===== config.mk =====
export PLATFORM = sky130hd
export DESIGN_NAME = http_chunked_body_decoder_core
export DESIGN_NICKNAME = d
export VERILOG_FILES = /design/src/sv/hcbd_pkg.sv /design/src/sv/hcbd_step.sv /design/src/sv/http_chunked_body_decoder_core.sv
export SDC_FILE = /design/constraint.sdc
export NUM_CORES = 1
export LEC_CHECK = 0
export ABC_AREA = 1
export BUFFER_PORTS_ARGS = -buffer_cell sky130_fd_sc_hd__buf_2
export CAP_MARGIN = 20
export CORE_MARGIN = 3
export CORE_UTILIZATION = 60
export CTS_CLUSTER_DIAMETER = 40
export CTS_CLUSTER_SIZE = 30
export DETAILED_ROUTE_END_ITERATION = 6
export MAX_ROUTING_LAYER = met4
export PLACE_DENSITY = 0.76
export SETUP_SLACK_MARGIN = 0.15
export SLEW_MARGIN = 20
export SYNTH_ARGS = -nofsm -noshare
export SYNTH_HDL_FRONTEND = slang
export SYNTH_SLANG_ARGS = --single-unit
export TNS_END_PERCENT = 20

===== constraint.sdc =====
create_clock -name clk_i -period 6.6 [get_ports clk_i]
set_input_delay 0.33 -clock clk_i [delete_from_list [all_inputs] [get_ports clk_i]]
set_output_delay 0.33 -clock clk_i [all_outputs]
set_load 0.02 [all_outputs]

===== src/sv/hcbd_pkg.sv =====
package hcbd_pkg;

  localparam int unsigned SIZE_WIDTH_DEF  = 32;
  localparam int unsigned HEADER_KEEP_DEF = 32;
  localparam int unsigned BYTE_W          = 8;
  localparam int unsigned CLEN_W          = 32;
  localparam int unsigned CFG_IDX_W       = 1;

  localparam logic [CFG_IDX_W-1:0] CFG_LENGTH_MODE    = 1'd0;
  localparam logic [CFG_IDX_W-1:0] CFG_CONTENT_LENGTH = 1'd1;

  localparam logic [1:0] EV_PAYLOAD = 2'd0;
  localparam logic [1:0] EV_FINAL   = 2'd1;
  localparam logic [1:0] EV_DONE    = 2'd2;
  localparam logic [1:0] EV_FRAMING = 2'd3;

  typedef enum logic [6:0] {
    PH_SIZE    = 7'b0000001,
    PH_DATA    = 7'b0000010,
    PH_SKIP1   = 7'b0000100,
    PH_SKIP2   = 7'b0001000,
    PH_TRAILER = 7'b0010000,
    PH_FIXED   = 7'b0100000,
    PH_IDLE    = 7'b1000000
  } phase_e;

  typedef enum logic [5:0] {
    HP_BLANK  = 6'b000001,
    HP_SIGN   = 6'b000010,
    HP_ZERO   = 6'b000100,
    HP_PREFIX = 6'b001000,
    HP_DIGITS = 6'b010000,
    HP_STOP   = 6'b100000
  } hex_step_e;

  typedef enum logic [2:0] {
    TL_EMPTY = 3'b001,
    TL_CR    = 3'b010,
    TL_OTHER = 3'b100
  } trailer_e;

  typedef struct packed {
    phase_e    phase;
    hex_step_e hex_step;
    trailer_e  trailer;
    logic      negative;
    logic      digits_seen;
  } ctl_t;

  typedef struct packed {
    logic [BYTE_W-1:0] in_byte;
    logic              body_start;
  } in_item_t;

  typedef struct packed {
    logic [BYTE_W-1:0] out_byte;
    logic [1:0]        event_kind;
  } out_item_t;

endpackage


===== src/sv/hcbd_step.sv =====
module hcbd_step #(
  parameter int unsigned SIZE_WIDTH  = hcbd_pkg::SIZE_WIDTH_DEF,
  parameter int unsigned HEADER_KEEP = hcbd_pkg::HEADER_KEEP_DEF,
  localparam int unsigned ACC_W  = SIZE_WIDTH - 1,
  localparam int unsigned CNT_W  = (SIZE_WIDTH > hcbd_pkg::CLEN_W) ?
                                   SIZE_WIDTH : hcbd_pkg::CLEN_W,
  localparam int unsigned KEEP_W = $clog2(HEADER_KEEP + 1)
) (
  input  hcbd_pkg::in_item_t              item_i,
  input  logic                            length_mode_i,
  input  logic [hcbd_pkg::CLEN_W-1:0]     content_length_i,
  input  hcbd_pkg::ctl_t                  ctl_i,
  input  logic [ACC_W-1:0]                acc_i,
  input  logic [CNT_W-1:0]                rem_i,
  input  logic [KEEP_W-1:0]               kept_i,
  output hcbd_pkg::ctl_t                  ctl_o,
  output logic [ACC_W-1:0]                acc_o,
  output logic [CNT_W-1:0]                rem_o,
  output logic [KEEP_W-1:0]               kept_o,
  output logic                            res_valid_o,
  output hcbd_pkg::out_item_t             res_o
);

  localparam logic [7:0] CH_LF    = 8'h0A;
  localparam logic [7:0] CH_CR    = 8'h0D;
  localparam logic [7:0] CH_TAB   = 8'h09;
  localparam logic [7:0] CH_VT    = 8'h0B;
  localparam logic [7:0] CH_FF    = 8'h0C;
  localparam logic [7:0] CH_SPACE = 8'h20;
  localparam logic [7:0] CH_PLUS  = 8'h2B;
  localparam logic [7:0] CH_MINUS = 8'h2D;
  localparam logic [7:0] CH_ZERO  = 8'h30;
  localparam logic [7:0] CH_LOW_X = 8'h78;
  localparam logic [7:0] CH_UP_X  = 8'h58;

  logic [7:0]       ch;
  logic             is_hex;
  logic [3:0]       dig_val;
  logic             is_blank;
  logic             is_sign;

  always_comb begin
    ch       = item_i.in_byte;
    is_hex   = 1'b1;
    dig_val  = 4'd0;
    if (ch inside {[8'h30:8'h39]}) begin
      dig_val = 4'(ch - 8'h30);
    end else if (ch inside {[8'h61:8'h66]}) begin
      dig_val = 4'(ch - 8'h57);
    end else if (ch inside {[8'h41:8'h46]}) begin
      dig_val = 4'(ch - 8'h37);
    end else begin
      is_hex = 1'b0;
    end
    is_blank = ch inside {CH_SPACE, CH_TAB, CH_CR, CH_VT, CH_FF};
    is_sign  = ch inside {CH_PLUS, CH_MINUS};
  end

  always_comb begin
    hcbd_pkg::ctl_t      c;
    logic [ACC_W-1:0]    acc_s;
    logic [ACC_W-1:0]    acc_n;
    logic [ACC_W+3:0]    sum;
    logic [ACC_W-1:0]    acc_dig;
    logic [CNT_W-1:0]    rem;
    logic [CNT_W-1:0]    rem_m1;
    logic [KEEP_W-1:0]   kept;
    logic                sign_path;

    c     = ctl_i;
    acc_s = acc_i;
    rem   = rem_i;
    kept  = kept_i;

    if (item_i.body_start) begin
      acc_s         = '0;
      kept          = '0;
      c.hex_step    = hcbd_pkg::HP_BLANK;
      c.negative    = 1'b0;
      c.digits_seen = 1'b0;
      c.trailer     = hcbd_pkg::TL_EMPTY;
      if (length_mode_i) begin
        rem     = CNT_W'(content_length_i);
        c.phase = (content_length_i != '0) ? hcbd_pkg::PH_FIXED : hcbd_pkg::PH_IDLE;
      end else begin
        rem     = '0;
        c.phase = hcbd_pkg::PH_SIZE;
      end
    end

    sum     = {acc_s, 4'b0000} + {{ACC_W{1'b0}}, dig_val};
    acc_dig = (|sum[ACC_W+3:ACC_W]) ? {ACC_W{1'b1}} : sum[ACC_W-1:0];
    acc_n   = acc_s;
    rem_m1  = rem - CNT_W'(1);

    sign_path = ((c.hex_step == hcbd_pkg::HP_BLANK) && !is_blank && !is_sign) ||
                (c.hex_step == hcbd_pkg::HP_SIGN);

    res_valid_o = 1'b0;
    res_o       = '0;

    case (c.phase)
      hcbd_pkg::PH_SIZE: begin
        if (ch != CH_LF) begin
          if (kept < KEEP_W'(HEADER_KEEP)) begin
            kept = kept + KEEP_W'(1);
            if (sign_path) begin
              if (ch == CH_ZERO) begin
                c.digits_seen = 1'b1;
                c.hex_step    = hcbd_pkg::HP_ZERO;
              end else if (is_hex) begin
                acc_n         = acc_dig;
                c.digits_seen = 1'b1;
                c.hex_step    = hcbd_pkg::HP_DIGITS;
              end else begin
                c.hex_step = hcbd_pkg::HP_STOP;
              end
            end else begin
              case (c.hex_step)
                hcbd_pkg::HP_BLANK: begin
                  if (is_sign) begin
                    c.negative = (ch == CH_MINUS);
                    c.hex_step = hcbd_pkg::HP_SIGN;
                  end
                end
                hcbd_pkg::HP_ZERO: begin
                  if (ch == CH_LOW_X || ch == CH_UP_X) begin
                    c.hex_step = hcbd_pkg::HP_PREFIX;
                  end else if (is_hex) begin
                    acc_n         = acc_dig;
                    c.digits_seen = 1'b1;
                    c.hex_step    = hcbd_pkg::HP_DIGITS;
                  end else begin
                    c.hex_step = hcbd_pkg::HP_STOP;
                  end
                end
                hcbd_pkg::HP_PREFIX, hcbd_pkg::HP_DIGITS: begin
                  if (is_hex) begin
                    acc_n         = acc_dig;
                    c.digits_seen = 1'b1;
                    c.hex_step    = hcbd_pkg::HP_DIGITS;
                  end else begin
                    c.hex_step = hcbd_pkg::HP_STOP;
                  end
                end
                default: begin
                end
              endcase
            end
          end
        end else begin
          if (!c.digits_seen) begin
            c.phase        = hcbd_pkg::PH_IDLE;
            res_valid_o    = 1'b1;
            res_o.event_kind = hcbd_pkg::EV_FRAMING;
          end else if (c.negative || acc_s == '0) begin
            c.phase   = hcbd_pkg::PH_TRAILER;
            c.trailer = hcbd_pkg::TL_EMPTY;
          end else begin
            rem     = CNT_W'(acc_s);
            c.phase = hcbd_pkg::PH_DATA;
          end
          acc_n         = '0;
          kept          = '0;
          c.hex_step    = hcbd_pkg::HP_BLANK;
          c.negative    = 1'b0;
          c.digits_seen = 1'b0;
        end
      end
      hcbd_pkg::PH_DATA: begin
        rem = rem_m1;
        if (rem_m1 == '0) begin
          c.phase = hcbd_pkg::PH_SKIP1;
        end
        res_valid_o      = 1'b1;
        res_o.out_byte   = ch;
        res_o.event_kind = hcbd_pkg::EV_PAYLOAD;
      end
      hcbd_pkg::PH_SKIP1: begin
        c.phase = hcbd_pkg::PH_SKIP2;
      end
      hcbd_pkg::PH_SKIP2: begin
        c.phase       = hcbd_pkg::PH_SIZE;
        acc_n         = '0;
        kept          = '0;
        c.hex_step    = hcbd_pkg::HP_BLANK;
        c.negative    = 1'b0;
        c.digits_seen = 1'b0;
      end
      hcbd_pkg::PH_TRAILER: begin
        if (ch == CH_LF) begin
          if (c.trailer != hcbd_pkg::TL_OTHER) begin
            c.phase          = hcbd_pkg::PH_IDLE;
            res_valid_o      = 1'b1;
            res_o.event_kind = hcbd_pkg::EV_DONE;
          end else begin
            c.trailer = hcbd_pkg::TL_EMPTY;
          end
        end else if (c.trailer == hcbd_pkg::TL_EMPTY && ch == CH_CR) begin
          c.trailer = hcbd_pkg::TL_CR;
        end else begin
          c.trailer = hcbd_pkg::TL_OTHER;
        end
      end
      hcbd_pkg::PH_FIXED: begin
        if (rem == '0) begin
          c.phase = hcbd_pkg::PH_IDLE;
        end else begin
          rem            = rem_m1;
          res_valid_o    = 1'b1;
          res_o.out_byte = ch;
          if (rem_m1 == '0) begin
            c.phase          = hcbd_pkg::PH_IDLE;
            res_o.event_kind = hcbd_pkg::EV_FINAL;
          end else begin
            res_o.event_kind = hcbd_pkg::EV_PAYLOAD;
          end
        end
      end
      default: begin
      end
    endcase

    ctl_o  = c;
    acc_o  = acc_n;
    rem_o  = rem;
    kept_o = kept;
  end

endmodule


===== src/sv/http_chunked_body_decoder_core.sv =====
// Decodes an HTTP/1.1 response body one byte per clock, in chunked or fixed-length mode,
// the mode and the content length being sampled from the configuration registers on the byte
// that carries body_start. Every request passes an input register and a result register, so
// a byte that yields a result goes from the input register through the step logic into the
// result register, from where it is accepted. One byte is taken in every cycle as long as
// the output side is not stalled with a result waiting; the combinational update of the
// parser state, chunk counter and size accumulator sets that rate.
// No clearing pass follows reset, and configuration writes are taken in any cycle.
module http_chunked_body_decoder_core #(
  parameter int unsigned SIZE_WIDTH  = hcbd_pkg::SIZE_WIDTH_DEF,
  parameter int unsigned HEADER_KEEP = hcbd_pkg::HEADER_KEEP_DEF
) (
  input  logic                              clk_i,
  input  logic                              rst_ni,
  input  logic                              in_valid_i,
  output logic                              in_stall_o,
  input  hcbd_pkg::in_item_t                in_item_i,
  output logic                              out_valid_o,
  input  logic                              out_stall_i,
  output hcbd_pkg::out_item_t               out_item_o,
  input  logic                              cfg_valid_i,
  output logic                              cfg_ready_o,
  input  logic [hcbd_pkg::CFG_IDX_W-1:0]    cfg_index_i,
  input  logic [hcbd_pkg::CLEN_W-1:0]       cfg_data_i
);

  localparam int unsigned ACC_W  = SIZE_WIDTH - 1;
  localparam int unsigned CNT_W  = (SIZE_WIDTH > hcbd_pkg::CLEN_W) ?
                                   SIZE_WIDTH : hcbd_pkg::CLEN_W;
  localparam int unsigned KEEP_W = $clog2(HEADER_KEEP + 1);

  localparam hcbd_pkg::ctl_t CTL_RESET = '{
    phase:       hcbd_pkg::PH_SIZE,
    hex_step:    hcbd_pkg::HP_BLANK,
    trailer:     hcbd_pkg::TL_EMPTY,
    negative:    1'b0,
    digits_seen: 1'b0
  };

  logic                          length_mode_q;
  logic [hcbd_pkg::CLEN_W-1:0]   content_length_q;

  logic                          in_valid_q, in_valid_d;
  hcbd_pkg::in_item_t            in_item_q;

  hcbd_pkg::ctl_t                ctl_q, ctl_d;
  logic [ACC_W-1:0]              acc_q, acc_d;
  logic [CNT_W-1:0]              rem_q, rem_d;
  logic [KEEP_W-1:0]             kept_q, kept_d;

  logic                          out_valid_q, out_valid_d;
  hcbd_pkg::out_item_t           out_item_q;

  logic                          res_valid;
  hcbd_pkg::out_item_t           res;
  logic                          out_free;
  logic                          step_fire;
  logic                          in_take;

  hcbd_step #(
    .SIZE_WIDTH  (SIZE_WIDTH),
    .HEADER_KEEP (HEADER_KEEP)
  ) u_step (
    .item_i           (in_item_q),
    .length_mode_i    (length_mode_q),
    .content_length_i (content_length_q),
    .ctl_i            (ctl_q),
    .acc_i            (acc_q),
    .rem_i            (rem_q),
    .kept_i           (kept_q),
    .ctl_o            (ctl_d),
    .acc_o            (acc_d),
    .rem_o            (rem_d),
    .kept_o           (kept_d),
    .res_valid_o      (res_valid),
    .res_o            (res)
  );

  assign out_free  = !out_valid_q || !out_stall_i;
  assign step_fire = in_valid_q && (!res_valid || out_free);
  assign in_stall_o = in_valid_q && !step_fire;
  assign in_take   = in_valid_i && !in_stall_o;
  assign cfg_ready_o = 1'b1;

  assign out_valid_o = out_valid_q;
  assign out_item_o  = out_item_q;

  always_comb begin
    in_valid_d = in_valid_q;
    if (in_take) begin
      in_valid_d = 1'b1;
    end else if (step_fire) begin
      in_valid_d = 1'b0;
    end
    out_valid_d = out_valid_q;
    if (step_fire && res_valid) begin
      out_valid_d = 1'b1;
    end else if (!out_stall_i) begin
      out_valid_d = 1'b0;
    end
  end

  always_ff @(posedge clk_i or negedge rst_ni) begin
    if (!rst_ni) begin
      length_mode_q    <= 1'b0;
      content_length_q <= hcbd_pkg::CLEN_W'(1);
      in_valid_q       <= 1'b0;
      out_valid_q      <= 1'b0;
      ctl_q            <= CTL_RESET;
      acc_q            <= '0;
      rem_q            <= '0;
      kept_q           <= '0;
    end else begin
      in_valid_q  <= in_valid_d;
      out_valid_q <= out_valid_d;
      if (cfg_valid_i && cfg_ready_o) begin
        case (cfg_index_i)
          hcbd_pkg::CFG_LENGTH_MODE: length_mode_q <= cfg_data_i[0];
          hcbd_pkg::CFG_CONTENT_LENGTH: content_length_q <= cfg_data_i;
          default: begin
          end
        endcase
      end
      if (step_fire) begin
        ctl_q  <= ctl_d;
        acc_q  <= acc_d;
        rem_q  <= rem_d;
        kept_q <= kept_d;
      end
    end
  end

  always_ff @(posedge clk_i) begin
    if (in_take) begin
      in_item_q <= in_item_i;
    end
    if (step_fire && res_valid) begin
      out_item_q <= res;
    end
  end

endmodule


==> flow_summary.json <==
{
  "outcome": "finished, violations left",
  "violations": "design-rule violations",
  "maxSlewHeadroom_pct": 31.6,
  "whs_ns": 0.0564,
  "grt_start_max_net_pins": 69,
  "min_period_ns": 5.06,
  "antenna_cells": 0,
  "clkSinkCount": 141,
  "place_congestion": 0.974,
  "viasPerCell": 5.70,
  "required_ns": 6.89,
  "max_stage_delay_ns": 0.81,
  "worstPathMaxFanout": 55,
  "slowest_stage": "edfxtp_1",
  "hpwl_um": 23100,
  "utilization_pct": 66.5,
  "ys_ff_latch": 141,
  "ys_seq_area_share_pct": 34.1,
  "grt_pass1_vias": 10100,
  "vias": 10900,
  "numCtsBuffers": 17,
  "worstMarginPinSlew_ns": 1.02,
  "grt-ovfl-total": 0,
  "antenna_found_initial": 0,
  "core.rowCount": 48,
  "dieHeight_um": 139,
  "avgSynthCellArea_um2": 6.48,
  "grt_pass1_wl_um": 52000,
  "area_delta_synth_final_pct": 8.46,
  "r2r-start": "in_item_q[0]$_DFFE_PP_",
  "synth-compound-area-share_pct": 11.4,
  "synthAdderAreaFrac_pct": 0.940,
  "netlist_instances": 1644,
  "cts-htree-levels": 4,
  "coreArea_mm2": 0.0174,
  "cp_common_cell": "nand3_2",
  "place_ws_ns": 1.64,
  "hold_path_class": "primary input to flop",
  "layout.nets": 1728,
  "syn_area_mm2": 0.0106,
  "yosysTopAreaCell": "dfrtp_1",
  "fmax_mhz": 198,
  "slew_viol_final": 0,
  "max_cap_violations": 0,
  "yosys_warnings": 0,
  "synth_top_family_by_area": "simple AND/OR/NAND/NOR gates",
  "wl_per_cell_um": 16.7,
  "synth_edf_count": 19,
  "path_class": "flop to flop",
  "cp_cell_sequence": "inv_4 -> nand2_1 -> o21ai_1 -> inv_1 -> ha_1 -> nand3_1 -> nor2_2 -> nand3_2 -> nor2_4 -> nand3_2 -> nor2_2 -> inv_2 -> nand3_2 -> nand3_2 -> nand2_2 -> nand2_4 -> inv_4 -> buf_4 -> o21ai_0",
  "final.period_utilization_pct": 76.7,
  "worstHoldStart": "in_item_i[3]",
  "clk_pin_slew_ns": 0.07,
  "post_cts_buffers": 0,
  "clock_latency_ns": 0.44,
  "synthSimpleGateAreaFrac_pct": 39.0,
  "ir_drop_mv": 0.209,
  "final_area_mm2": 0.0115,
  "clockRootBuffer": "clkbuf_16",
  "die_w_um": 139,
  "synthXorXnorAreaFrac_pct": 0.740,
  "synth_top_area_share_pct": 27.7,
  "rsz0062_at_grt": "no",
  "drt_drc_violations_left": 2,
  "clk_path_buf_depth": 2,
  "ys_types": 50,
  "grt_usage_pct": 34.0,
  "critPathLaunch": "in_item_q[0]$_DFFE_PP_",
  "dpl_cell_area_mm2": 0.0109,
  "power_leakage_nw": 6.05,
  "port_buffers": 58,
  "synth_nets": 1699,
  "power.density_mw_per_mm2": 302,
  "synth.area.top_cells": "dfrtp_1 (28%), nand2_1 (22%), nor2_1 (6.5%)",
  "dieArea_mm2": 0.0194,
  "hold_viol": 0,
  "drt-pass1-iter-count": 7,
  "setup_viol": 0,
  "cts_tree": "built",
  "initial_core_util_pct": 61.4,
  "start_kind": "flop",
  "ioPinCount": 60,
  "reg2reg_slack_ns": 1.54,
  "synth_ff_type": "dfrtp_1",
  "arrival_ns": 5.35,
  "worst_slack_ns": 1.54,
  "critPathCaptureType": "flop",
  "clock_skew_ns": 0.0132,
  "setup_tns_ns": 0,
  "async_flop_share_pct": 86.5,
  "synthMuxAreaShare_pct": 3.07,
  "final_layout_size_suffix_gt1_share_pct": 11.5,
  "drt_iter0_markers": 1119,
  "ant_nets": 0,
  "totalWireLength_um": 31900
}
## flip-flops by register name, indices dropped and copies added, names as in the netlist
signal and cells:
acc_q 31, content_length_q 32, ctl_q 18, in_item_q 9, in_valid_q 1, kept_q 6
length_mode_q 1, out_item_o 10, out_valid_o 1, rem_q 32
## path summary, 6_finish.rpt
| path | endpoint | cells past startpoint |
|---|---|---|
| max in group asynchronous | content_length_q[3]$_DFFE_PN0P_ | 3 |
| worst min-delay path | in_item_q[3]$_DFFE_PP_ | 1 |
| worst max register to register | acc_q[21]$_DFFE_PN0P_ | 19 |
| worst min register to register | ctl_q[2]$_DFFE_PN1P_ | 2 |
| min in group asynchronous | ctl_q[6]$_DFFE_PN0P_ | 2 |
| worst max-delay path | acc_q[21]$_DFFE_PN0P_ | 19 |
## cells in the final DEF, fill, tap and decap left out, types with 3 or more instances in the layout
master and n:
a21oi_1 21, a22oi_1 14, buf_2 57, buf_4 13, clkbuf_16 17, clkinv_1 4, dfrtp_1 118, dfstp_2 4
edfxtp_1 19, ha_1 8, inv_1 183, inv_2 8, inv_4 3, inv_6 6, inv_8 3, mux2_2 29
nand2_1 631, nand2_2 11, nand3_1 73, nand3_2 7, nand4_1 29, nor2_1 185, nor2_2 12, nor2_4 5
nor3_1 12, nor3_2 4, nor4_1 11, o211ai_1 7, o21ai_0 101, o21ai_1 25, o221ai_1 21, o22ai_1 7
xor2_1 9
## timing repair
item | CTS | global route
hold buffers | 1 | 0
hold endpoints to repair | 30 | 0
gates resized for setup | 0 | 0
endpoints found under the setup margin | 0 | 0
## worst max-delay path, delay by kind of cell, from the launching register on
| kind | cells | cell delay [ns] |
|---|---|---|
| compound gates | 2 | 0.29 |
| fa+ha+maj | 1 | 0.20 |
| buf+inv | 5 | 1.72 |
| flops | 1 | 0.81 |
| simple gates | 11 | 1.82 |
## kinds of logic (layout without fill, tap and decap cells)
group,count (synthesis),after routing
simple gates,990,990
buf+inv,259,301
compound gates,207,207
flops,141,141
mux,29,29
xor+xnor,9,9
fa+ha+maj,8,8
other cells,1,1
## through the flow
stage,cells,total power [mW]
CTS,1911,3.47
global route,1911,3.71
global placement,1877,2.41
detailed placement,1878,2.44
floorplan,1644,2.11
finish,1911,3.48
## cell type report
class                           instances  area, um2
Clock buffer                           18        439
Clock inverter                         14        169
Fill cell                            1652       5810
Inverter                              197        744
Multi-Input combinational cell       1244       5880
Sequential cell                       141       3630
Tap cell                              225        282
Timing Repair Buffer                   72        408
## per-layer routing
metal,vias up,part of all wire (%),global-route usage (%)
li1,5313,-,-
met1,5070,44,45.8
met5,-,0,-
met3,59,6.9,4.64
met4,0,2.7,11.3
met2,444,46,53.3
## synth_stat cells, types with 13 or more instances
cell type  instances
nand2_1          631
nor2_1           185
inv_1            183
dfrtp_1          118
o21ai_0          101
nand3_1           73
mux2_2            29
nand4_1           29
o21ai_1           25
a21oi_1           21
buf_2             21
o221ai_1          21
edfxtp_1          19
clkbuf_1          17
buf_6             15
a22oi_1           14
nor3_1            13
## power by group
part | total [mW] | switching [mW] | internal [mW] | leakage, nW
registers | 1.12 | 0.0970 | 1.02 | 1.76
logic | 1.34 | 0.951 | 0.388 | 3.98
clock network | 1.03 | 0.443 | 0.583 | 0.299
No activity file was read; power rests on OpenSTA's default activity.
